## src/rtl/assert_macros.svh

```systemverilog
// Assertion macros for the GPS timestamp record checker.
// Needs clk_i and rst_ni in the scope that uses them.
`ifndef ASSERT_MACROS_SVH
`define ASSERT_MACROS_SVH

// Property must hold at every clock edge outside reset.
`define GTRC_ASSERT(lbl, prop, msg) \
  lbl: assert property (@(posedge clk_i) disable iff (!rst_ni) (prop)) else $error(msg);

// Condition must never be seen outside reset.
`define GTRC_NEVER(lbl, cond, msg) \
  lbl: assert property (@(posedge clk_i) disable iff (!rst_ni) !(cond)) else $error(msg);

`endif

```

## src/rtl/gtrc_pkg.sv

```systemverilog
`timescale 1ns / 1ps
// Shared types, constants and helper functions for the GPS timestamp record checker.
// No dependencies.
package gtrc_pkg;

  localparam int unsigned RecLen    = 22;
  localparam int unsigned PosQual   = 13;
  localparam int unsigned PosW      = 5;
  localparam int unsigned SecW      = 28;
  localparam int unsigned TickW     = 64;
  localparam int unsigned CountW    = 9;
  localparam int unsigned WeightW   = 24;
  localparam int unsigned CfgIdxW   = 3;
  localparam int unsigned CfgDataW  = 32;

  localparam logic [PosW-1:0] LastPos  = PosW'(RecLen - 1);
  localparam logic [PosW-1:0] QualPos  = PosW'(PosQual);
  localparam logic [PosW-1:0] Colon0   = 5'd4;
  localparam logic [PosW-1:0] Colon1   = 5'd7;
  localparam logic [PosW-1:0] Colon2   = 5'd10;
  localparam logic [SecW-1:0] DaySecs  = 28'd86400;
  localparam logic [7:0]      SohByte  = 8'h01;
  localparam logic [7:0]      ColonChr = 8'h3A;
  localparam logic [CountW-1:0] CountMax = '1;

  typedef enum logic [CfgIdxW-1:0] {
    CFG_FLAG_TICK  = 3'd0,
    CFG_STOP_TICK  = 3'd1,
    CFG_FLAG_GPS   = 3'd2,
    CFG_SKIP       = 3'd3,
    CFG_EXP_DELTA  = 3'd4
  } cfg_idx_e;

  typedef enum logic [2:0] {
    QUAL_SPACE   = 3'd0,
    QUAL_DOT     = 3'd1,
    QUAL_STAR    = 3'd2,
    QUAL_HASH    = 3'd3,
    QUAL_QUERY   = 3'd4,
    QUAL_UNKNOWN = 3'd5
  } qual_e;

  typedef struct packed {
    logic        flag_tick;
    logic        stop_tick;
    logic        flag_gps;
    logic [7:0]  skip;
    logic [31:0] exp_delta;
  } gtrc_cfg_t;

  // Fields of a completed record, valid when done is set
  typedef struct packed {
    logic             done;
    logic [SecW-1:0]  sec_acc;
    logic [TickW-1:0] tick;
    logic [2:0]       qual;
    logic             fmt_bad;
  } gtrc_rec_t;

  typedef struct packed {
    logic [SecW-1:0]  gps_seconds;
    logic [2:0]       time_quality;
    logic [TickW-1:0] tick_time;
    logic [TickW-1:0] tick_delta;
    logic             delta_valid;
    logic             format_error;
    logic             bad_tick_delta;
    logic             bad_gps_delta;
    logic             halted;
    logic             any_bad_delta;
  } gtrc_res_t;

  function automatic logic [WeightW-1:0] digit_weight(input logic [PosW-1:0] pos);
    logic [WeightW-1:0] w;
    unique case (pos)
      5'd1:    w = 24'd8640000;
      5'd2:    w = 24'd864000;
      5'd3:    w = 24'd86400;
      5'd5:    w = 24'd36000;
      5'd6:    w = 24'd3600;
      5'd8:    w = 24'd600;
      5'd9:    w = 24'd60;
      5'd11:   w = 24'd10;
      5'd12:   w = 24'd1;
      default: w = '0;
    endcase
    return w;
  endfunction

  function automatic logic [3:0] sat_digit(input logic [7:0] b);
    logic [3:0] d;
    priority if (b < 8'h30) d = 4'd0;
    else if (b > 8'h39)     d = 4'd9;
    else                    d = b[3:0];
    return d;
  endfunction

  function automatic qual_e qual_code(input logic [7:0] b);
    qual_e q;
    unique case (b)
      8'h20:   q = QUAL_SPACE;
      8'h2E:   q = QUAL_DOT;
      8'h2A:   q = QUAL_STAR;
      8'h23:   q = QUAL_HASH;
      8'h3F:   q = QUAL_QUERY;
      default: q = QUAL_UNKNOWN;
    endcase
    return q;
  endfunction

endpackage

```

## src/rtl/gps_timestamp_record_checker_unit.sv

```systemverilog
`timescale 1ns / 1ps
// Top level of the GPS timestamp record checker: input stage, config registers, result stage.
// Depends on gtrc_pkg, gtrc_frame, gtrc_check and assert_macros.svh.
`include "assert_macros.svh"
// One byte beat is taken per cycle unless the input stalls; a byte is held in the input
// register, then parsed into the result register, which takes the result from the last
// byte of its record (byte 21, or the 22nd byte after a record_start). The only loop is the
// per-byte accumulator update in gtrc_frame, one step a cycle unless stalled. A result beat
// that is not taken stalls the input after one more byte. Once stop mode trips, every later
// byte is taken and dropped until reset. Configuration writes take effect on the next cycle.
module gps_timestamp_record_checker_unit import gtrc_pkg::*; (
  input  logic                clk_i,
  input  logic                rst_ni,
  input  logic                cfg_we_i,
  input  logic [CfgIdxW-1:0]  cfg_idx_i,
  input  logic [CfgDataW-1:0] cfg_data_i,
  input  logic                in_valid_i,
  output logic                in_ready_o,
  input  logic [7:0]          rx_byte_i,
  input  logic                record_start_i,
  output logic                out_valid_o,
  input  logic                out_ready_i,
  output logic signed [SecW-1:0] gps_seconds_o,
  output logic [2:0]          time_quality_o,
  output logic [TickW-1:0]    tick_time_o,
  output logic [TickW-1:0]    tick_delta_o,
  output logic                delta_valid_o,
  output logic                format_error_o,
  output logic                bad_tick_delta_o,
  output logic                bad_gps_delta_o,
  output logic                halted_o,
  output logic                any_bad_delta_o
);

  gtrc_cfg_t cfg_q;
  logic      s1_valid_q;
  logic [7:0] s1_byte_q;
  logic      s1_start_q;
  logic      res_valid_q;
  gtrc_res_t res_q;
  gtrc_rec_t rec;
  gtrc_res_t res;
  logic      stopped;
  logic      s2_adv, fire, step, commit;

  assign s2_adv     = !res_valid_q || out_ready_i;
  assign fire       = s1_valid_q && s2_adv;
  assign step       = fire && !stopped;
  assign commit     = step && rec.done;
  assign in_ready_o = !s1_valid_q || s2_adv;

  always_ff @(posedge clk_i or negedge rst_ni) begin
    if (!rst_ni) begin
      cfg_q.flag_tick <= 1'b0;
      cfg_q.stop_tick <= 1'b0;
      cfg_q.flag_gps  <= 1'b0;
      cfg_q.skip      <= 8'd15;
      cfg_q.exp_delta <= 32'd20000000;
    end else if (cfg_we_i) begin
      unique case (cfg_idx_i)
        CFG_FLAG_TICK: cfg_q.flag_tick <= cfg_data_i[0];
        CFG_STOP_TICK: cfg_q.stop_tick <= cfg_data_i[0];
        CFG_FLAG_GPS:  cfg_q.flag_gps  <= cfg_data_i[0];
        CFG_SKIP:      cfg_q.skip      <= cfg_data_i[7:0];
        CFG_EXP_DELTA: cfg_q.exp_delta <= cfg_data_i;
        default: ;
      endcase
    end
  end

  always_ff @(posedge clk_i or negedge rst_ni) begin
    if (!rst_ni) begin
      s1_valid_q  <= 1'b0;
      res_valid_q <= 1'b0;
    end else begin
      if (in_ready_o) s1_valid_q <= in_valid_i;
      if (commit)           res_valid_q <= 1'b1;
      else if (out_ready_i) res_valid_q <= 1'b0;
    end
  end

  always_ff @(posedge clk_i) begin
    if (in_ready_o && in_valid_i) begin
      s1_byte_q  <= rx_byte_i;
      s1_start_q <= record_start_i;
    end
    if (commit) res_q <= res;
  end

  gtrc_frame u_frame (
    .clk_i,
    .rst_ni,
    .step_i         (step),
    .rx_byte_i      (s1_byte_q),
    .record_start_i (s1_start_q),
    .rec_o          (rec)
  );

  gtrc_check u_check (
    .clk_i,
    .rst_ni,
    .cfg_i     (cfg_q),
    .commit_i  (commit),
    .rec_i     (rec),
    .res_o     (res),
    .stopped_o (stopped)
  );

  assign out_valid_o      = res_valid_q;
  assign gps_seconds_o    = res_q.gps_seconds;
  assign time_quality_o   = res_q.time_quality;
  assign tick_time_o      = res_q.tick_time;
  assign tick_delta_o     = res_q.tick_delta;
  assign delta_valid_o    = res_q.delta_valid;
  assign format_error_o   = res_q.format_error;
  assign bad_tick_delta_o = res_q.bad_tick_delta;
  assign bad_gps_delta_o  = res_q.bad_gps_delta;
  assign halted_o         = res_q.halted;
  assign any_bad_delta_o  = res_q.any_bad_delta;

  `GTRC_ASSERT(a_halt_needs_stop_mode, $rose(stopped) |-> $past(cfg_q.stop_tick), "halt without stop mode")
  `GTRC_ASSERT(a_no_result_after_halt, (stopped && !res_valid_q) |=> !res_valid_q, "result after halt")
  `GTRC_ASSERT(a_s1_holds_on_stall, (s1_valid_q && !s2_adv) |=> (s1_valid_q && $stable(s1_byte_q)), "input stage lost a beat")
  `GTRC_NEVER(a_bad_not_sticky, res_valid_q && (res_q.bad_tick_delta || res_q.bad_gps_delta) && !res_q.any_bad_delta, "sticky flag missing")

endmodule

```

## src/rtl/gtrc_frame.sv

```systemverilog
`timescale 1ns / 1ps
// Record framing and field accumulation: byte position, time digits, quality, ticks.
// Depends on gtrc_pkg.
module gtrc_frame import gtrc_pkg::*; (
  input  logic       clk_i,
  input  logic       rst_ni,
  input  logic       step_i,
  input  logic [7:0] rx_byte_i,
  input  logic       record_start_i,
  output gtrc_rec_t  rec_o
);

  logic [PosW-1:0]  pos_q, pos_d, pos_eff;
  logic [SecW-1:0]  sec_q, sec_d;
  logic [TickW-1:0] tick_q, tick_d;
  logic [2:0]       qual_q, qual_d;
  logic             fmt_q, fmt_d;
  logic [SecW-1:0]  digit_term;
  logic             done;

  assign pos_eff    = record_start_i ? '0 : pos_q;
  assign digit_term = SecW'(sat_digit(rx_byte_i)) * SecW'(digit_weight(pos_eff));
  assign done       = (pos_eff >= LastPos);

  always_comb begin
    sec_d  = sec_q;
    tick_d = tick_q;
    qual_d = qual_q;
    fmt_d  = fmt_q;
    priority if (pos_eff == '0) begin
      sec_d  = '0;
      tick_d = '0;
      qual_d = QUAL_SPACE;
      fmt_d  = (rx_byte_i != SohByte);
    end else if (pos_eff == Colon0 || pos_eff == Colon1 || pos_eff == Colon2) begin
      fmt_d = fmt_q | (rx_byte_i != ColonChr);
    end else if (pos_eff < QualPos) begin
      sec_d = sec_q + digit_term;
    end else if (pos_eff == QualPos) begin
      qual_d = qual_code(rx_byte_i);
    end else begin
      tick_d = {tick_q[TickW-9:0], rx_byte_i};
    end
    pos_d = done ? '0 : pos_eff + 1'b1;
  end

  always_ff @(posedge clk_i or negedge rst_ni) begin
    if (!rst_ni) begin
      pos_q  <= '0;
      sec_q  <= '0;
      tick_q <= '0;
      qual_q <= '0;
      fmt_q  <= 1'b0;
    end else if (step_i) begin
      pos_q  <= pos_d;
      sec_q  <= sec_d;
      tick_q <= tick_d;
      qual_q <= qual_d;
      fmt_q  <= fmt_d;
    end
  end

  assign rec_o.done    = done;
  assign rec_o.sec_acc = sec_d;
  assign rec_o.tick    = tick_d;
  assign rec_o.qual    = qual_d;
  assign rec_o.fmt_bad = fmt_d;

endmodule

```

## src/rtl/gtrc_check.sv

```systemverilog
`timescale 1ns / 1ps
// Per-record delta checks, history, record count, halt and sticky error state.
// Depends on gtrc_pkg.
module gtrc_check import gtrc_pkg::*; (
  input  logic      clk_i,
  input  logic      rst_ni,
  input  gtrc_cfg_t cfg_i,
  input  logic      commit_i,
  input  gtrc_rec_t rec_i,
  output gtrc_res_t res_o,
  output logic      stopped_o
);

  logic [TickW-1:0]  prev_tick_q;
  logic [SecW-1:0]   prev_sec_q;
  logic              have_prev_q;
  logic [CountW-1:0] count_q;
  logic              stopped_q, stopped_d;
  logic              sticky_q, sticky_d;

  logic [SecW-1:0]   secs;
  logic [TickW-1:0]  delta;
  logic [SecW:0]     sec_diff;
  logic              past_skip, bad_tick, bad_gps;

  assign secs      = rec_i.sec_acc - DaySecs;
  assign delta     = have_prev_q ? rec_i.tick - prev_tick_q : '0;
  assign sec_diff  = {secs[SecW-1], secs} - {prev_sec_q[SecW-1], prev_sec_q};
  assign past_skip = count_q > {1'b0, cfg_i.skip};

  assign bad_tick  = (cfg_i.flag_tick | cfg_i.stop_tick) && past_skip &&
                     (delta != {32'b0, cfg_i.exp_delta});
  assign bad_gps   = cfg_i.flag_gps && have_prev_q && past_skip && (secs != '0) &&
                     (sec_diff != (SecW+1)'(1));
  assign stopped_d = stopped_q | (cfg_i.stop_tick & bad_tick);
  assign sticky_d  = sticky_q | bad_tick | bad_gps;

  always_ff @(posedge clk_i or negedge rst_ni) begin
    if (!rst_ni) begin
      prev_tick_q <= '0;
      prev_sec_q  <= '0;
      have_prev_q <= 1'b0;
      count_q     <= '0;
      stopped_q   <= 1'b0;
      sticky_q    <= 1'b0;
    end else if (commit_i) begin
      prev_tick_q <= rec_i.tick;
      prev_sec_q  <= secs;
      have_prev_q <= 1'b1;
      if (count_q != CountMax) count_q <= count_q + 1'b1;
      stopped_q   <= stopped_d;
      sticky_q    <= sticky_d;
    end
  end

  assign res_o.gps_seconds    = secs;
  assign res_o.time_quality   = rec_i.qual;
  assign res_o.tick_time      = rec_i.tick;
  assign res_o.tick_delta     = delta;
  assign res_o.delta_valid    = have_prev_q;
  assign res_o.format_error   = rec_i.fmt_bad;
  assign res_o.bad_tick_delta = bad_tick;
  assign res_o.bad_gps_delta  = bad_gps;
  assign res_o.halted         = stopped_d;
  assign res_o.any_bad_delta  = sticky_d;

  assign stopped_o = stopped_q;

endmodule
```

## config.mk

```make
export PLATFORM = sky130hd
export DESIGN_NAME = gps_timestamp_record_checker_unit
export DESIGN_NICKNAME = d
export VERILOG_FILES = /design/src/rtl/gtrc_pkg.sv /design/src/rtl/gps_timestamp_record_checker_unit.sv /design/src/rtl/gtrc_frame.sv /design/src/rtl/gtrc_check.sv
export VERILOG_INCLUDE_DIRS = /design/src /design/src/rtl
export SDC_FILE = /design/constraint.sdc
export NUM_CORES = 1
export LEC_CHECK = 0
export ABC_AREA = 1
export BUFFER_PORTS_ARGS = -buffer_cell sky130_fd_sc_hd__buf_2
export CORE_ASPECT_RATIO = 0.7
export CORE_MARGIN = 4
export CORE_UTILIZATION = 60
export CTS_BUF_LIST = sky130_fd_sc_hd__clkbuf_16
export CTS_CLUSTER_DIAMETER = 50
export CTS_CLUSTER_SIZE = 8
export DETAILED_ROUTE_END_ITERATION = 8
export GPL_TIMING_DRIVEN = 0
export HOLD_SLACK_MARGIN = 0.03
export PLACE_DENSITY = 0.8
export SYNTH_ARGS = -nofsm -noshare
export SYNTH_HDL_FRONTEND = slang
export SYNTH_SLANG_ARGS = --single-unit
```

## constraint.sdc

```tcl
create_clock -name clk_i -period 16.1 [get_ports clk_i]
set_input_delay 3.22 -clock clk_i [delete_from_list [all_inputs] [get_ports clk_i]]
set_output_delay 3.22 -clock clk_i [all_outputs]
set_load 0.02 [all_outputs]
```

==> results of run 1 <==
[cell families after synthesis]
logic type | share of synthesized area
and+or+nand+nor | 0.2724
buffers and inverters | 0.09790
AOI/OAI and AO/OA | 0.1026
DFF | 0.3961
adders and majority gates | 0.1048
xor gates and xnor gates | 0.02048
muxes | 0.005819
[per-stage QoR]
stage / util / instance area (sq um) / hold WS [ns] / setup slack, ns
2_1_floorplan: - / 29030 / 0.4436 / 6.861
3_3_place_gp: 0.6460 / 30920 / 0.4592 / 3.589
3_5_place_dp: 0.6491 / 31070 / 0.4697 / 7.377
4_1_cts: 0.6863 / 32850 / 0.4815 / 7.298
5_1_grt: 0.6863 / 32850 / 0.4941 / 6.397
6_report: 0.6864 / 32860 / 0.4779 / 7.033
[power groups by stage]
stage / Combinational, mW / Sequential [mW] / Clock (mW)
3_3_place_gp: 0.356 / 1.19 / 0
3_5_place_dp: 0.365 / 1.19 / 0
2_1_floorplan: 0.250 / 1.19 / 0
6_report: 0.379 / 1.17 / 1.18
4_1_cts: 0.371 / 1.17 / 1.18
5_1_grt: 0.418 / 1.18 / 1.24
[worst max-delay path, delay by kind of cell (launching register included)]
| family | cells | cell delay, ns |
|---|---|---|
| compound gates | 1 | 0.16 |
| buf+inv | 5 | 0.72 |
| flops | 1 | 0.39 |
| xor+xnor | 1 | 0.07 |
| fa+ha+maj | 6 | 2.63 |
| simple gates | 33 | 4.81 |
[worst max path at each step]
stage	from	end	slack, ns	cells after the start
after CTS	s1_byte_q[6]$_DFFE_PP_	any_bad_delta_o$_DFFE_PP_	7.30	46
final	s1_byte_q[6]$_DFFE_PP_	any_bad_delta_o$_DFFE_PP_	7.03	46
after floorplan	out_ready_i	u_check.prev_sec_q[11]$_DFFE_PN0P_	6.86	7
after detailed placement	s1_byte_q[6]$_DFFE_PP_	any_bad_delta_o$_DFFE_PP_	7.38	46
after global routing	s1_byte_q[6]$_DFFE_PP_	any_bad_delta_o$_DFFE_PP_	6.40	45
after global placement	out_ready_i	u_check.prev_sec_q[11]$_DFFE_PN0P_	3.59	8
[area by class of cell]
| cell class | instances | share of cell area |
|---|---|---|
| multi-input combinational | 2722 | 0.4470 |
| sequential | 424 | 0.3499 |
| inverter | 660 | 0.07544 |
| clock buffer | 60 | 0.04570 |
| clock inverter | 49 | 0.008492 |
| tap | 655 | 0.02494 |
| antenna | 1 | 0.00007616 |
| timing repair buffer | 221 | 0.03724 |
| buffer | 86 | 0.01116 |
[placed cells by master, fill, tap and decap left out, drive strengths merged, types with 2 or more instances in the layout]
cell    netlist  routed
mux2         15      15
a21oi       185     185
o211ai        4       4
a31oi        17      17
clkbuf       67     127
edfxtp      174     174
dfstp        12      12
xnor2        23      23
o21ai       318     318
or2          23      23
nand3b       22      22
nand2       983     983
o21a          5       5
ha          147     147
o22ai         2       2
a21o          4       4
o21bai       14      14
nand3       209     209
nand4        51      51
buf          19     240
dfrtp       238     238
a211oi        3       3
clkinv        2       8
inv         658     699
fa           60      60
or3           2       2
nor4         15      15
xor2         44      44
a21boi        4       4
and2          5       5
nor2        519     519
nor3         41      41
[layer usage]
metal | wire length [um] | part of all wire | track usage
met3 | 14620 | 0.15 | 0.1210
met1 | 45060 | 0.46 | 0.5987
met2 | 36620 | 0.37 | 0.4903
met5 | 20 | 0.00020 | 0
met4 | 1454 | 0.015 | 0.06550
[flip-flops by register name, indices dropped and copies added, names as in the netlist, 8 cells and up]
signal	cells
u_check.prev_sec_q	28
u_frame.tick_q	64
u_check.prev_tick_q	64
tick_delta_o	64
s1_byte_q	8
u_frame.sec_q	28
gps_seconds_o	28
tick_time_o	64
u_check.count_q	9
cfg_q	43
==> results.toml, run 1 <==
[run_status]
outcome = "completed"

[finish]
area_growth_pct = 13.20
nets = 4431
drive_gt1_frac = 0.1002
regArea_sq_um = 11500
fillers = 4037
instances_no_fill = 4878
multi_input_area_sq_um = 14690

[worst_setup_path]
crit_path_frequent_cell = "nand2_1"
reg2regPathDepth = 46
cp_slowest_cell = "fa_1"
worstSetupStartpointType = "flip-flop"
r2r_end = "any_bad_delta_o$_DFFE_PP_"
critPathArrivalTime_ns = 9.46
cp-end-kind = "flip-flop"
reg2reg_setup_slack_ns = 7.03
max_stage_delay_ns = 0.57
reg2reg_from = "s1_byte_q[6]$_DFFE_PP_"
path_max_fanout = 10
worst-setup-path-type = "reg -> reg"
required_ns = 16.49

[global_routing]
grt_pass1_wl_um = 148800
grt_max_degree = 115
antenna_found_initial = 2
grt_overflow = 0
grt_pass1_vias = 25670
track_usage = 0.3735

[yosys]
synth_area_sq_um = 29030
yosysMostFrequentCell = "nand2_1"
syn_inst = 3892
synthDistinctLibCells = 59
synth.top_cell.area_share = 0.2052
synth_area_leaders = "dfrtp_1 (21%), edfxtp_1 (18%), nand2_1 (12%)"
syn_nets = 4148
synth_edf_count = 174
synthFlopType = "dfrtp_1"
synth_warnings = 0
syn_avg_cell_area_sq_um = 7.458
synth_seq_area_share = 0.3961
yosys.area.top_type = "dfrtp_1"
synthArstFlopShare = 0.5896
synth_seq_cells = 424
ys_top_cells_by_count = "nand2_1 (957), inv_1 (646), nor2_1 (499)"

[power]
peakVddDrop_mv = 0.09624
p_sw_frac = 0.2809
internal_power_mw = 1.963
seqPwrFrac = 0.430
p_total_mw = 2.729
total_leakage_power_nw = 16.48
p_clk_frac = 0.431
cellPowerDensity_nw_per_um2 = 83.07
comb_power_share = 0.139
switching_power_mw = 0.7667

[cts]
clk_path_buf_depth = 3
cts_tree = "yes"
root_buffer = "clkbuf_16"
clk_latency_ns = 0.65
htreeDepth = 2
cts_resized = 0
clk_pin_slew_ns = 0.05
cts_hold_buffers = 0
numCtsBuffers = 60
clock_sinks = 424
cts_setup_buffers = 0

[place]
io_buffers = 215
place.gp.congestion = 1.025
dp_cells = 4768
dp_hpwl_um = 78200

[timing]
tns_ns = 0
hold_viol_final = 0
final-setup-viol-count = 0
min_period_ns = 9.067
max_freq_ghz = 0.1103
min_period_over_period = 0.5631
fin_skew_ns = 0.06209
tightest_slew_ns = 1.157
rsz0062_at_grt = "false"
slew_headroom = 0.2287
slew_violations = 0

[detailed_routing]
ant_nets = 0
drt-initial-drc-count = 3893
vias = 27950
routedWlPerCell_um = 20.04
route.detailed.drc = 0
wirelength_um = 97780
routed_via_density = 5.729
drt-pass1-iter-count = 6

[floorplan]
fp.dieW_um = 270.9
die_h_um = 192.0
dieArea_sq_um = 52020
coreArea_sq_um = 47870
start_util = 0.6064
num_rows = 67
ioPinCount = 216

[min_path]
holdPathEnd = "u_frame.qual_q[1]$_DFFE_PN0P_"
hp-start = "u_frame.qual_q[1]$_DFFE_PN0P_"
worstHoldPathCells = 2
hold_class = "reg -> reg"

[run]
maxCapViolCount = 0
Power figures use the tool's default switching activity.
==> run 2, diff against run 1 <==
==> constraint.sdc (replaced) <==
create_clock -name clk_i -period 9.1 [get_ports clk_i]
set_input_delay 1.82 -clock clk_i [delete_from_list [all_inputs] [get_ports clk_i]]
set_output_delay 1.82 -clock clk_i [all_outputs]
set_load 0.02 [all_outputs]
==> run 2 against run 1 <==
Net effect: register-to-register slack got worse by 6.5 ns; first-iteration DRC count grew 3.9%; core utilization increased by 0.12 points; hold slack barely moved; fmax grew 6.2%; clock skew increased by 0.0013 ns; sequential share of layout area fell by 0.060 points; power increased by 77%; via count fell by 0.78%; clock-buffer cell count stayed put; die area unchanged.
==> results.toml, run 2 (synthesis results as in run 1) <==
[run_status]
outcome = "completed"

[worst_setup_path]
path_max_fanout = 7
critPathBufInv = 6
crit_path_frequent_cell = "nand2_1"
r2r_end = "any_bad_delta_o$_DFFE_PP_"
critPathTopFamily = "simple AND/OR/NAND/NOR gates"
reg2regPathDepth = 46
cp_slowest_cell = "fa_1"
max_stage_delay_ns = 0.57
cp-end-kind = "flip-flop"
reg2reg_from = "s1_start_q$_DFFE_PP_"
worst-setup-path-type = "reg -> reg"
worstSetupStartpointType = "flip-flop"
path_depth = 46
required_ns = 9.49
reg2reg_setup_slack_ns = 0.56
startpoint = "s1_start_q$_DFFE_PP_"
critPathArrivalTime_ns = 8.93

[place]
place.gp.congestion = 1.025
pre_cts_ws_ns = 0.3768
io_buffers = 215
dp_hpwl_um = 78200

[timing]
slew_violations = 0
min_period_ns = 8.535
max_freq_ghz = 0.1172
final-setup-viol-count = 0
tightest_slew_ns = 1.190
holdWs_ns = 0.4783
fin_ws_ns = 0.5648
min_period_over_period = 0.9379
fin_skew_ns = 0.06335
slew_headroom = 0.2068
hold_viol_final = 0

[cts]
cts_hold_buffers = 0
clk_pin_slew_ns = 0.06
clock_sinks = 424
root_buffer = "clkbuf_16"
numCtsBuffers = 60
clk_path_buf_depth = 3
clk_latency_ns = 0.65
cts_tree = "yes"
htreeDepth = 2

[floorplan]
num_rows = 67
start_util = 0.6064
ioPinCount = 216
fp.dieW_um = 270.9
die_h_um = 192.0
dieArea_sq_um = 52020
coreArea_sq_um = 47870

[detailed_routing]
route.detailed.drc = 0
wl_met3_um = 14830
drt-initial-drc-count = 4044
wl_met1_um = 44870
wirelength_um = 97860
vias = 27730
top_layer = "met5"
drt-pass1-iter-count = 6
routed_via_density = 5.684
wl_met2_um = 36730
routedWlPerCell_um = 20.06
ant_nets = 0

[min_path]
hp-start = "u_frame.qual_q[1]$_DFFE_PN0P_"
hold_class = "reg -> reg"
worstHoldPathCells = 2
holdPathEnd = "u_frame.qual_q[1]$_DFFE_PN0P_"

[global_routing]
antenna_found_initial = 2
grt_pass1_vias = 25670
grt_overflow = 0
grt_max_degree = 115
track_usage = 0.3735
grt_pass1_wl_um = 148800

[finish]
drive_gt1_frac = 0.1037
final_cell_mix = "nand2_1 (957), inv_1 (686), nor2_1 (494)"
nets = 4431
area_growth_pct = 13.39
final_common_cell = "nand2_1"
fillers = 4030

[power]
total_leakage_power_nw = 16.48
cellPowerDensity_nw_per_um2 = 146.8
peakVddDrop_mv = 0.1701

[run]
maxCapViolCount = 0
[run 2: power by group]
group / total, mW / internal (mW) / switching [mW]
Clock: 2.08 / 1.21 / 0.872
Combinational: 0.672 / 0.214 / 0.458
Sequential: 2.08 / 2.05 / 0.0276
[run 2: area by class of cell]
type	instances	area, sq um	area share
Clock inverter	49	279.0	0.008478
Clock buffer	60	1501	0.04562
Timing Repair Buffer	221	1224	0.03718
Antenna cell	1	2.502	0.00007603
Inverter	660	2479	0.07531
Sequential cell	424	11500	0.3493
Buffer	86	367.9	0.01118
Multi-Input combinational cell	2722	14740	0.4480
Tap cell	655	819.5	0.02490
[run 2: per-stage QoR]
step	area, sq um	TNS (ns)	power (mW)	cells	util
2_1_floorplan	29030	0	2.544	3892	-
3_3_place_gp	30920	-317.33	2.737	4762	0.6460
3_5_place_dp	31070	0	2.754	4768	0.6491
4_1_cts	32850	0	4.822	4877	0.6863
5_1_grt	32910	-0.01313	5.008	4877	0.6875
6_report	32910	0	4.831	4878	0.6876
[run 2: what timing repair did]
| item | CTS | global route |
|---|---|---|
| setup buffers | 0 | 0 |
| resized for setup | 0 | 18 |
| setup endpoints to repair | 0 | 3 |
[run 2: worst max path at each step]
stage	to	slack (ns)
2_1_floorplan	u_check.prev_sec_q[11]$_DFFE_PN0P_	1.26
6_report	any_bad_delta_o$_DFFE_PP_	0.56
4_1_cts	any_bad_delta_o$_DFFE_PP_	0.30
3_5_place_dp	any_bad_delta_o$_DFFE_PP_	0.38
5_1_grt	any_bad_delta_o$_DFFE_PP_	-0.01
3_3_place_gp	u_check.prev_sec_q[11]$_DFFE_PN0P_	-2.01
[run 2: layer usage]
layer  global-route usage  up-vias
met5                    0        -
met4              0.06550        2
met3               0.1210      111
met2               0.4903     1591
met1               0.5987    13020
li1                     -    13010
[run 2: worst register-to-register path, delay by kind of cell, from the launching register on]
| family | cells | cell delay, ns |
|---|---|---|
| AND/OR/NAND/NOR | 29 | 3.98 |
| flip-flops | 1 | 0.49 |
| buffers and inverters | 6 | 0.46 |
| adder cells (fa/ha/maj) | 7 | 2.88 |
| AO/OA/AOI/OAI | 4 | 0.49 |
